===== config.mk =====
export PLATFORM = sky130hd
export DESIGN_NAME = opd_cell
export DESIGN_NICKNAME = d
export VERILOG_FILES = /design/src/hdl/opd_pkg.sv /design/src/hdl/opd_cell.sv
export SDC_FILE = /design/constraint.sdc
export NUM_CORES = 1
export LEC_CHECK = 0
export BUFFER_PORTS_ARGS = -buffer_cell sky130_fd_sc_hd__buf_4
export CAP_MARGIN = 20
export CELL_PAD_IN_SITES_DETAIL_PLACEMENT = 1
export CELL_PAD_IN_SITES_GLOBAL_PLACEMENT = 1
export CORE_MARGIN = 4
export CORE_UTILIZATION = 41
export CTS_CLUSTER_SIZE = 28
export DETAILED_ROUTE_END_ITERATION = 8
export GPL_ROUTABILITY_DRIVEN = 1
export MAX_ROUTING_LAYER = met4
export PLACE_DENSITY_LB_ADDON = 0.1
export SLEW_MARGIN = 20
export SYNTH_ARGS = -nofsm -noshare
export SYNTH_HDL_FRONTEND = slang
export SYNTH_SLANG_ARGS = --single-unit

===== constraint.sdc =====
create_clock -name clk -period 3.2 [get_ports clk]
set_clock_uncertainty 0.2 [all_clocks]
set_input_delay 0.32 -clock clk [delete_from_list [all_inputs] [get_ports clk]]
set_output_delay 0.32 -clock clk [all_outputs]
set_load 0.005 [all_outputs]

===== src/hdl/opd_pkg.sv =====
// opd_pkg: shared constants and beat types for the order preserving dedup block
// no dependencies; used by every module under hdl
package opd_pkg;

	localparam int STORE_DEPTH = 64;
	localparam int CNT_W       = $clog2(STORE_DEPTH + 1);
	localparam int UCNT_W      = 7;

	localparam logic [CNT_W+UCNT_W-1:0] DEPTH_EXT = (CNT_W + UCNT_W)'(STORE_DEPTH);
	localparam logic [UCNT_W-1:0]       FULL_CODE = DEPTH_EXT[UCNT_W-1:0];

	typedef struct packed {
		logic signed [31:0] element_value;
		logic               last_item;
	} item_beat_t;

	typedef struct packed {
		logic signed [31:0] value_out;
		logic               is_new;
		logic [UCNT_W-1:0]  unique_count;
		logic               end_of_set;
		logic               overflow;
	} result_beat_t;

	typedef struct packed {
		logic signed [31:0] value;
		logic               last;
		logic               found;
		logic               claimed;
		logic [CNT_W-1:0]   count;
	} slot_t;

	function automatic logic [UCNT_W-1:0] low_count(input logic [CNT_W-1:0] cnt);
		logic [CNT_W+UCNT_W-1:0] ext;
		ext = {{UCNT_W{1'b0}}, cnt};
		return ext[UCNT_W-1:0];
	endfunction

endpackage


===== src/hdl/opd_cell.sv =====
// opd_cell: one stage of the dedup chain, holding a single stored value
// depends on opd_pkg for the slot type and count width
module opd_cell (
	input  logic          clk,
	input  logic          arst_n,
	input  logic          advance,
	input  logic          up_vld,
	input  opd_pkg::slot_t up,
	output logic          dn_vld,
	output opd_pkg::slot_t dn
);

	logic signed [31:0] stored_q;
	logic               occ_q;
	logic               vld_q;
	opd_pkg::slot_t     slot_q;
	logic               hit;
	logic               take;
	opd_pkg::slot_t     slot_nxt;

	always_comb begin
		hit  = occ_q && (stored_q == up.value);
		take = up_vld && !up.found && !up.claimed && !occ_q;
		slot_nxt         = up;
		slot_nxt.found   = up.found || hit;
		slot_nxt.claimed = up.claimed || take;
		slot_nxt.count   = (occ_q || take) ? up.count + opd_pkg::CNT_W'(1) : up.count;
	end

	always_ff @(posedge clk or negedge arst_n) begin
		if (!arst_n) begin
			vld_q <= 1'b0;
			occ_q <= 1'b0;
		end else if (advance) begin
			vld_q <= up_vld;
			if (up_vld && up.last) begin
				occ_q <= 1'b0;
			end else if (take) begin
				occ_q <= 1'b1;
			end
		end
	end

	always_ff @(posedge clk) begin
		if (advance) begin
			slot_q <= slot_nxt;
			if (take) begin
				stored_q <= up.value;
			end
		end
	end

	assign dn_vld = vld_q;
	assign dn     = slot_q;

endmodule


* Word level (Yosys, flattened, before mapping)
Cells that the tools add are included.
** Storage, ports and cells
- Bits in latches :: 0
- Memory bits (writable) :: 0
- Flip-flop bits (word level) :: 76
- Memories :: 0
- Word-level logic and storage cells :: 27
- Memory bits (read-only) :: 0
** Cells by class
- Div/mod/pow operators :: 0
- Bitwise operators :: 0
- Mux-type cells :: 3
- Add/subtract/negate cells :: 1
- Shift operators :: 0
- Eq/ne operators :: 1
- $lt $le $gt $ge :: 0
- Reductions and logical operators :: 14
- Multiply operators :: 0
** Operators by type and width (count)
- $eq A32 B32 Y1 :: 1
- $add A7 B1 Y7 const B :: 1
- $mux W7 :: 1
- $logic_and A1 B1 Y1 :: 5
- $reduce_and A2 Y1 :: 2
- $logic_not A1 Y1 :: 3
- $logic_or A1 B1 Y1 :: 3
- $mux W1 :: 2
- $reduce_bool A2 Y1 :: 1

* Logic depth before layout (Yosys ltp)
Gate-level depths: netlist of the first run.
- Depth in word-level cells :: 6
- Gate-level depth with buffers :: 5
- Gate-level depth less buffers :: 4

* Worst setup path after synthesis of the first run
OpenSTA, ideal clock, no wires.
- Path kind :: input-to-reg
- From :: in up[8] (netlist name)
- To :: reg stored_q[0] (enable)
- Cell stages on the path :: 2
- Slack :: 0.171 ns
- Library setup time :: 0.443 ns
- Arrival time :: 2.385 ns
- Buffers on the path :: 0
- Path through :: nand2b_1 -> nor4b_2
** Between the ends
- Word-level cells in the longest chain between the ends :: 5
** Ends and longest elaborated chain
- start: declaration :: RTL line opd_cell.sv:8 : input opd_pkg::slot_t up,
- $logic_not A1 Y1 :: RTL line opd_cell.sv:23 : take = up_vld && !up.found && !up.claimed && !occ_q;
- $logic_and A1 B1 Y1 (3 in series) :: RTL line opd_cell.sv:23
- $reduce_and A2 Y1 (no source line)
- end signal: assignment :: RTL line opd_cell.sv:48 : stored_q <= up.value;
- end: declaration :: RTL line opd_cell.sv:13 : logic signed [31:0] stored_q;
Every way passes these cells.
A chain may end at the register's enable or synchronous reset.

* Final worst setup path of the first run
- From :: in up_vld
- To :: reg stored_q[6] (enable)
** Between the ends
- Word-level cells in the longest chain between the ends :: 4
** Ends and longest elaborated chain
- start: declaration :: RTL line opd_cell.sv:7 : input logic up_vld,
- $logic_and A1 B1 Y1 (3 in series) :: RTL line opd_cell.sv:23
- $reduce_and A2 Y1 (no source line)
Every way passes these cells.

==> impl_results.md, run 1 <==
* Slowest stage delay, CP at 0.68 ns
* Grt total ovfl at 0
* RSZ-0062 raised after global routing: false
* Largest net degree at the start of global routing at 45
* Combinational share of power at 10.3%
* Synthesis warning total at 0
* Boundary Pins at 89
* Die Span Y at 91.0 um
* Fraction of layout cells with a size suffix above 1 at 38.9%
* Synth cell types at 23
* Mean Syn Cell Area at 19.5 sq um
* Clock net sink count at 76
* Clock Latency Late Sink at 0.33 ns
* Yosys top cell by area: edfxtp_1
* Worst-path fanout max at 12
* Postcts setup bufs at 0
* Int Power at 1.90 mW
* Status: finished, final reports clean
* Final net count at 328
* CTS Buf Count at 9
* Worst Path Arrival at 2.07 ns
* CP required at 3.03 ns
* Gpl congestion at 0.654
* Tcrit/Tclk final at 69.9%
* HPWL Detailed at 4070 um
* Drt pass-1 iters at 4
* Mapped Nets at 192
* Residual DRC at 0
* Peak supply drop at 0.293 mV
* CP Launch Point: up_vld
* Most common cell after layout, fill and taps aside: buf_4
* Yosys reg bits at 76
* Clock transition at the registers of the reported paths at 0.08 ns
* Area contributors post-synth: edfxtp_1 (79%), xnor2_1 (9.6%), xor2_1 (2.2%)
* Fin. Hold Viols at 0
* Crit path kind: primary input to flip-flop
* Drt initial violations at 83
* Clk buf depth at 2
* Critical path's slowest cell: nor4b_4
* Most frequent cells in the layout: buf_4 (91), edfxtp_1 (74), dlygate4sd3_1 (35)
* Global Route Usage Sum at 16.0%
* Vias in the first global route at 1942
* Clk pwr share at 39.9%
* Max Freq at 0.447 GHz
* Crit end category: flip-flop
* Die area at 8290 sq um
* H-tree Lvls at 3
* Post-synthesis cell count at 145
* Area share of the largest cell type after synthesis at 78.6%
* Post-Place Worst Slack at 1.01 ns
* Relative slew slack at 51.5%
* ANT cells at 0
* Worst R2R Path Depth at 2
* Fin worst setup slack at 0.962 ns
* Root buf cell: clkbuf_8
* Startpoint types: primary input
* Reg power frac at 49.8%
* Vias per inst at 4.65
* Final Max Slew Viols at 0
* Final min period at 2.24 ns
* Finish-stage setup viols at 0
* Switching Share at 19.6%
* Average wire per standard cell at 16.7 um
* Row count at 30
* Via count at 1697
* Reg2Reg Capture Point: stored_q[6]
* Post-synthesis sequential area ratio at 80.4%
* Initial antenna violation count at 0
* Routed Wire Length at 6090 um
* Mapped Area at 2830 sq um
* CP most frequent cell: buf_4
* Wire length of the first global-routing pass at 9850 um
* CTS Hold Buffers Added at 35
* I/O Buffers at 88
* FF-to-FF setup slack at 1.19 ns
* Pleak at 1.60 nW
* Max Cap Viol at 0
* Critical-path cell list: dlygate4sd3_1 > buf_4 > nand2b_1 > nor4b_4 > buf_4
* CTS tree: built
* Critical Path End: stored_q[6]
* Core area at 6760 sq um
* Cell Pwr Density at 559 nW/um^2
* Post-cts resize count at 0
* Worst r2r src: occ_q
* Least-Margin Pin Slew at 0.725 ns
* Setup tns final at 0 ns
* Net switching power at 462 uW
* Post-route ant nets at 0
* Hold Crit Class: primary input to flip-flop
* Initial Util at 41.9%
* Hold path depth at 2
* Die width at 91.0 um
* Area delta synth->final at 49.2%
-- critical path: cells and delay by family --
family,cells,cell delay [ns]
AND/OR/NAND/NOR,2,0.78
buffers and inverters,3,0.97
-- through the flow --
stage / hold WS (ns) / instance area (sq um) / total power [mW] / util (%) / std cells
floorplan: -0.176 / 2830 / 1.25 / - / 145
global placement: -0.0928 / 3610 / 1.40 / 53.4 / 315
detailed placement: -0.0937 / 3610 / 1.41 / 53.4 / 315
CTS: 0.0659 / 4220 / 2.39 / 62.5 / 365
global route: 0.0592 / 4220 / 2.46 / 62.5 / 365
finish: 0.0805 / 4220 / 2.36 / 62.5 / 365
-- cells by family (layout without fill, tap and decap cells) --
| logic type | after synthesis | count (layout) | synth area share, % |
|---|---|---|---|
| flops | 76 | 76 | 80.4 |
| xor+xnor | 38 | 38 | 11.8 |
| simple gates | 23 | 23 | 5.00 |
| compound gates | 4 | 4 | 1.11 |
| mux | 2 | 2 | 0.929 |
| fa+ha+maj | 1 | 1 | 0.442 |
| buf+inv | 1 | 141 | 0.398 |
-- state kept, by name, summed over array words and instances (netlist names) --
register  cells
dn           42
dn_vld        1
occ_q         1
stored_q     32
-- power groups by stage --
stage	registers, mW	clock network (mW)	logic, mW
after floorplan	1.20	0	0.0544
after global placement	1.19	0	0.206
after detailed placement	1.20	0	0.210
after CTS	1.17	0.967	0.246
after global routing	1.18	1.02	0.264
final	1.17	0.942	0.242
-- worst min path at each step --
| stage | start | to | slack [ns] |
|---|---|---|---|
| finish | up[8] | dn[8] | 0.08 |
| global route | up[6] | dn[6] | 0.06 |
| CTS | up[8] | dn[8] | 0.07 |
| detailed placement | arst_n | dn_vld | -0.09 |
| global placement | arst_n | dn_vld | -0.09 |
| floorplan | arst_n | dn_vld | -0.18 |
-- layer usage --
| layer | track usage (%) | up-vias | wire length (um) |
|---|---|---|---|
| li1 | - | 825 | - |
| met1 | 18.7 | 816 | 2570 |
| met2 | 26.9 | 52 | 3160 |
| met3 | 4.56 | 4 | 304 |
| met4 | 4.90 | 0 | 53 |
| met5 | - | - | 0 |
-- synthesized netlist by cell type --
cell       number
nand3_1         1
o2111ai_1       1
edfxtp_1       74
buf_6           1
mux2_2          1
dfrtp_1         2
o21bai_1        1
nor4b_2         1
a31o_2          1
nor2_1          3
nor4_1          2
ha_1            1
nor3b_2         1
nand2_1         3
nand2b_1        1
nand4_1         8
a31oi_1         1
and3_1          1
xnor2_1        31
xor2_1          7
or2_1           1
nor3_1          1
mux2_4          1
-- cell type report --
cell class / count / area [sq um]
clock buffers: 9 / 124
clock inverters: 6 / 138
fillers: 631 / 2540
multi-input cells: 68 / 553
flip-flops and latches: 76 / 2270
well taps: 80 / 100
repair buffers: 126 / 1030
(Power assumes the default switching activity.)
==> run 2, diff against run 1 <==
--- a/config.mk
+++ b/config.mk
@@ -10,7 +10,7 @@
 export CELL_PAD_IN_SITES_DETAIL_PLACEMENT = 1
 export CELL_PAD_IN_SITES_GLOBAL_PLACEMENT = 1
 export CORE_MARGIN = 4
-export CORE_UTILIZATION = 41
+export CORE_UTILIZATION = 37
 export CTS_CLUSTER_SIZE = 28
 export DETAILED_ROUTE_END_ITERATION = 8
 export GPL_ROUTABILITY_DRIVEN = 1
==> constraint.sdc (replaced) <==
create_clock -name clk -period 2 [get_ports clk]
set_clock_uncertainty 0.2 [all_clocks]
set_input_delay 0.2 -clock clk [delete_from_list [all_inputs] [get_ports clk]]
set_output_delay 0.2 -clock clk [all_outputs]
set_load 0.005 [all_outputs]
==> run 2 against run 1 <==
Via count rose by 3.6%. Wire length is 2.3% higher. Sequential power increased by 61%. Worst hold slack improved by 0.24 ns. Critical path type unchanged. Power increased by 43%. Die area grew 9.8%.
==> impl_results.md, run 2 (synthesized netlist as in run 1, its figures left out) <==
* Final instance area at 4280 sq um (was 4220 sq um)
* Routed length on met3 at 376 um (was 304 um)
* Finish-stage setup viols at 0 (unchanged)
* Crit end category: flip-flop (unchanged)
* Clock Latency Late Sink at 0.33 ns (about the same)
* Least-Margin Pin Slew at 0.377 ns (was 0.725 ns)
* Placed Cells at 335 (was 315)
* RSZ-0062 raised after global routing: false (unchanged)
* Register area at 2270 sq um (unchanged)
* Final Max Slew Viols at 0 (unchanged)
* Clock net sink count at 76 (unchanged)
* Die Span Y at 95.4 um (was 91.0 um)
* Root buf cell: clkbuf_8 (unchanged)
* HP Start: dn_vld (was up[8])
* Met1 Wirelength at 2640 um (was 2570 um)
* Grt total ovfl at 0 (unchanged)
* HPWL Detailed at 4230 um (was 4070 um)
* Drt pass-1 iters at 4 (unchanged)
* I/O Buffers at 88 (unchanged)
* Startpoint types: primary input (unchanged)
* Global Route Usage Sum at 15.1% (was 16.0%)
* Placed instance area at 3640 sq um (was 3610 sq um)
* Pleak at 1.62 nW (was 1.60 nW)
* CP Launch Point: up[8] (was up_vld)
* Residual DRC at 0 (unchanged)
* Non-filler cells in the finished layout at 397 (was 365)
* Hold Crit Class: flip-flop to flip-flop (was primary input to flip-flop)
* Vias in the first global route at 1941 (was 1942)
* Tcrit/Tclk final at 92.6%
* Core area at 7330 sq um (was 6760 sq um)
* Vias per inst at 4.43 (was 4.65)
* Row count at 31 (was 30)
* Met2 WL at 3150 um (was 3160 um)
* Fin. Hold Viols at 0 (unchanged)
* Average wire per standard cell at 15.7 um (was 16.7 um)
* Crit path kind: primary input to flip-flop (unchanged)
* Die area at 9100 sq um (was 8290 sq um)
* CTS Buf Count at 9 (unchanged)
* Clk buf depth at 2 (unchanged)
* Postcts setup bufs at 0 (unchanged)
* Multi-input logic area at 553 sq um (unchanged)
* Post-layout util at 58.4% (was 62.5%)
* Via count at 1758 (was 1697)
* Initial Util at 38.6% (was 41.9%)
* Final min period at 1.85 ns
* Setup tns final at 0 ns (unchanged)
* H-tree Lvls at 3 (unchanged)
* Area delta synth->final at 51.5% (was 49.2%)
* Final Power at 3.38 mW (was 2.36 mW)
* FF-to-FF setup slack at 0.38 ns (was 1.19 ns)
* Highest Signal Layer: met4 (unchanged)
* Routed Wire Length at 6230 um (was 6090 um)
* CP required at 1.82 ns (was 3.03 ns)
* Relative slew slack at 74.6% (was 51.5%)
* ANT cells at 0 (unchanged)
* Worst r2r src: stored_q[9] (was occ_q)
* Final net count at 340 (was 328)
* Boundary Pins at 89 (unchanged)
* Status: finished, final reports clean (unchanged)
* Largest register FFs at 42 (unchanged)
* CTS Hold Buffers Added at 46 (was 35)
* Die width at 95.4 um (was 91.0 um)
* Clock transition at the registers of the reported paths at 0.08 ns (about the same)
* Post-route ant nets at 0 (unchanged)
* Most common cell after layout, fill and taps aside: buf_4 (unchanged)
* Gpl congestion at 0.677 (was 0.654)
* Post-cts resize count at 0 (unchanged)
* Largest net degree at the start of global routing at 23 (was 45)
* Fraction of layout cells with a size suffix above 1 at 36.9% (was 38.9%)
* CTS tree: built (unchanged)
* Worst Path Arrival at 1.67 ns (was 2.07 ns)
* Most frequent cells in the layout: buf_4 (92), edfxtp_1 (74), dlygate4sd3_1 (46) (was buf_4 (91), edfxtp_1 (74), dlygate4sd3_1 (35))
* Initial antenna violation count at 0 (unchanged)
* Max Freq at 0.540 GHz
* Wire length of the first global-routing pass at 9860 um (was 9850 um)
* Max Cap Viol at 0 (unchanged)
* Worst-path fanout max at 17 (was 12)
* Peak supply drop at 0.466 mV (was 0.293 mV)
* Drt initial violations at 70 (was 83)
* Cell Pwr Density at 790 nW/um^2 (was 559 nW/um^2)
* # fillers at 704 (was 631)
-- run 2: final cells by class --
cell class / instances / share of cell area (%)
multi-input cells: 68 / 12.9
flip-flops and latches: 76 / 53.0
clock buffers: 11 / 3.07
repair buffers: 138 / 26.9
well taps: 99 / 2.89
clock inverters: 5 / 1.23
-- run 2: metrics by stage --
stage | hold slack [ns] | worst slack [ns]
6_report | 0.317 | 0.147
3_3_place_gp | -0.213 | 0.409
2_1_floorplan | -0.296 | -0.184
4_1_cts | 0.323 | 0.148
3_5_place_dp | -0.213 | 0.378
5_1_grt | 0.354 | 0.0931
-- run 2: layer usage --
layer | vias up | global-route usage [%]
met1 | 846 | 18.1
met3 | 6 | 5.60
li1 | 849 | -
met2 | 57 | 24.1
met4 | 0 | 4.27
met5 | - | -
-- run 2: where the power goes --
part | switching [mW] | internal (mW) | total (mW)
Clock | 0.526 | 0.572 | 1.10
Sequential | 0.0325 | 1.85 | 1.88
Combinational | 0.158 | 0.250 | 0.407
Total | 0.716 | 2.67 | 3.38
-- run 2: worst max-delay path: stages --
cell and delay (ns):
dlygate4sd3_1 0.55, buf_4 0.15, nand2b_1 0.18, nor4b_4 0.28, buf_4 0.29
-- run 2: worst paths after layout --
| kind | end | depth (start not counted) |
|---|---|---|
| max | stored_q[4] | 5 |
| min | dn_vld | 1 |
| max reg2reg | dn[8] | 4 |
| min reg2reg | dn_vld | 1 |
| max in group asynchronous | dn_vld | 3 |
| min in group asynchronous | occ_q | 3 |
==> run 3, diff against run 2 <==
==> constraint.sdc (replaced) <==
create_clock -name clk -period 2 [get_ports clk]
set_clock_uncertainty 0.2 [all_clocks]
set_input_delay 0.4 -clock clk [delete_from_list [all_inputs] [get_ports clk]]
set_output_delay 0.4 -clock clk [all_outputs]
set_load 0.005 [all_outputs]
==> run 3 against run 2 <==
Power down 2.2%. Wire length down 12%. Core utilization down 5.8 points. Clock-buffer cell count down 1. Sequential power about the same. Sequential share of layout area up 5.9 points. First-iteration DRC count down 21%. Worst hold slack worse by 0.27 ns. Setup slack better by 0.24 ns. Critical endpoint is now dn[8].
==> impl_results.md, run 3 (synthesized netlist as in run 1, its figures left out) <==
* Initial antenna violation count at 0 (unchanged)
* Hold Crit Class: primary input to flip-flop (was flip-flop to flip-flop)
* Final net count at 294 (was 340)
* Peak supply drop at 0.347 mV (was 0.466 mV)
* Crit path kind: flip-flop to flip-flop (was primary input to flip-flop)
* Routed Wire Length at 5450 um (was 6230 um)
* Register area at 2270 sq um (unchanged)
* CP required at 2.00 ns (was 1.82 ns)
* Largest register FFs at 42 (unchanged)
* Pleak at 1.44 nW (was 1.62 nW)
* Row count at 31 (unchanged)
* Vias in the first global route at 1628 (was 1941)
* Most frequent cells in the layout: buf_4 (89), edfxtp_1 (74), xnor2_1 (31) (was buf_4 (92), edfxtp_1 (74), dlygate4sd3_1 (46))
* Relative slew slack at 77.7% (was 74.6%)
* Startpoint types: flip-flop (was primary input)
* Fin. Hold Viols at 0 (unchanged)
* Max Cap Viol at 0 (unchanged)
* Worst r2r src: stored_q[21] (was stored_q[9])
* CP delay by family, top: simple AND/OR/NAND/NOR gates (was buffers and inverters)
* Average wire per standard cell at 15.6 um (was 15.7 um)
* Crit end category: flip-flop (unchanged)
* Critical-path cell list: xnor2_1 > nand4_1 > nor4_1 > a31o_2 (was dlygate4sd3_1 > buf_4 > nand2b_1 > nor4b_4 > buf_4)
* Critical path's slowest cell: edfxtp_1 (was dlygate4sd3_1)
* Final min period at 1.61 ns (was 1.85 ns)
* Die area at 9100 sq um (unchanged)
* Die width at 95.4 um (unchanged)
* Die Span Y at 95.4 um (unchanged)
* Worst Path Arrival at 1.61 ns (was 1.67 ns)
* Final Max Slew Viols at 0 (unchanged)
* ANT cells at 0 (unchanged)
* Tcrit/Tclk final at 80.5% (was 92.6%)
* Root buf cell: clkbuf_8 (unchanged)
* HPWL Detailed at 3950 um (was 4230 um)
* Drt initial violations at 55 (was 70)
* Cell Pwr Density at 858 nW/um^2 (was 790 nW/um^2)
* Largest net degree at the start of global routing at 45 (was 23)
* Global Route Usage Sum at 13.1% (was 15.1%)
* Clock net sink count at 76 (unchanged)
* Post-cts resize count at 0 (unchanged)
* Postcts setup bufs at 0 (unchanged)
* Gpl congestion at 0.739 (was 0.677)
* Critical Path End: dn[8] (was stored_q[4])
* Clock Latency Late Sink at 0.34 ns (was 0.33 ns)
* Crit path depth at 4 (was 5)
* Vias per inst at 4.54 (was 4.43)
* FF-to-FF setup slack at 0.39 ns (was 0.38 ns)
* Reg2Reg Capture Point: dn[8] (unchanged)
* CTS Buf Count at 9 (unchanged)
* CTS tree: built (unchanged)
* H-tree Lvls at 3 (unchanged)
* Post-route ant nets at 0 (unchanged)
* RSZ-0062 raised after global routing: false (unchanged)
* I/O Buffers at 88 (unchanged)
* Non-filler cells in the finished layout at 350 (was 397)
* Status: finished, final reports clean (unchanged)
* Placed Cells at 334 (was 335)
* Bufs and invs on worst path at 0 (was 3)
* Most common cell after layout, fill and taps aside: buf_4 (unchanged)
* Worst-path fanout max at 1 (was 17)
* Post-Place Worst Slack at 0.235 ns (was 0.378 ns)
* Grt total ovfl at 0 (unchanged)
* Core area at 7330 sq um (unchanged)
* Residual DRC at 0 (unchanged)
* Clk buf depth at 2 (unchanged)
* Boundary Pins at 89 (unchanged)
* Area delta synth->final at 36.4% (was 51.5%)
* Worst R2R Path Depth at 4 (unchanged)
* # fillers at 708 (was 704)
* Initial Util at 38.6% (unchanged)
* Least-Margin Pin Slew at 0.332 ns (was 0.377 ns)
* Wire length of the first global-routing pass at 8340 um (was 9860 um)
* Slowest stage delay, CP at 0.40 ns (was 0.55 ns)
* Fin worst setup slack at 0.390 ns (was 0.147 ns)
* Clock transition at the registers of the reported paths at 0.08 ns (about the same)
* Via count at 1588 (was 1758)
* Finish-stage setup viols at 0 (unchanged)
* Drt pass-1 iters at 4 (unchanged)
* Fraction of layout cells with a size suffix above 1 at 44.2% (was 36.9%)
* Multi-input logic area at 561 sq um (was 553 sq um)
* CP Launch Point: stored_q[21] (was up[8])
* Max Freq at 0.621 GHz (was 0.540 GHz)
-- run 3: worst min-delay path by stage --
stage,startpoint,to,cells after the start
final,up[9],dn[9],1
after CTS,up[9],dn[9],1
after global placement,arst_n,dn_vld,1
after floorplan,arst_n,dn_vld,0
after detailed placement,arst_n,occ_q,1
after global routing,up[9],dn[9],1
-- run 3: layout make-up --
class	count	area share, %
clock buffers	10	3.31
clock inverters	5	1.40
multi-input cells	68	14.5
flip-flops and latches	76	58.9
well taps	99	3.21
repair buffers	92	18.6
-- run 3: power breakdown --
part / internal, mW / total [mW] / switching [mW]
clock network: 0.566 / 1.10 / 0.531
logic: 0.196 / 0.335 / 0.139
registers: 1.85 / 1.88 / 0.0322
total: 2.61 / 3.31 / 0.702
-- run 3: layer usage --
| layer | track usage [%] | part of all wire, % | routed length, um | vias up |
|---|---|---|---|---|
| li1 | - | - | - | 754 |
| met1 | 15.7 | 41 | 2220 | 766 |
| met2 | 20.0 | 49 | 2680 | 59 |
| met3 | 3.87 | 8.4 | 460 | 9 |
| met4 | 6.75 | 1.5 | 81 | 0 |
| met5 | - | 0 | 0 | - |
-- run 3: through the flow --
stage | total power [mW] | instance area (sq um) | hold slack (ns) | util (%) | setup TNS [ns]
floorplan | 2.01 | 2840 | -0.0956 | - | -9.43
detailed placement | 2.26 | 3660 | -0.0106 | 50.0 | 0
global placement | 2.25 | 3660 | -0.0130 | 50.0 | 0
CTS | 3.36 | 3860 | 0.0258 | 52.6 | 0
finish | 3.31 | 3860 | 0.0522 | 52.6 | 0
global route | 3.47 | 3860 | 0.0276 | 52.6 | 0
-- run 3: timing repair --
item	in CTS	in global routing
setup endpoints to repair	0	0
hold buffers	1	0
endpoints found under the hold margin	2	0
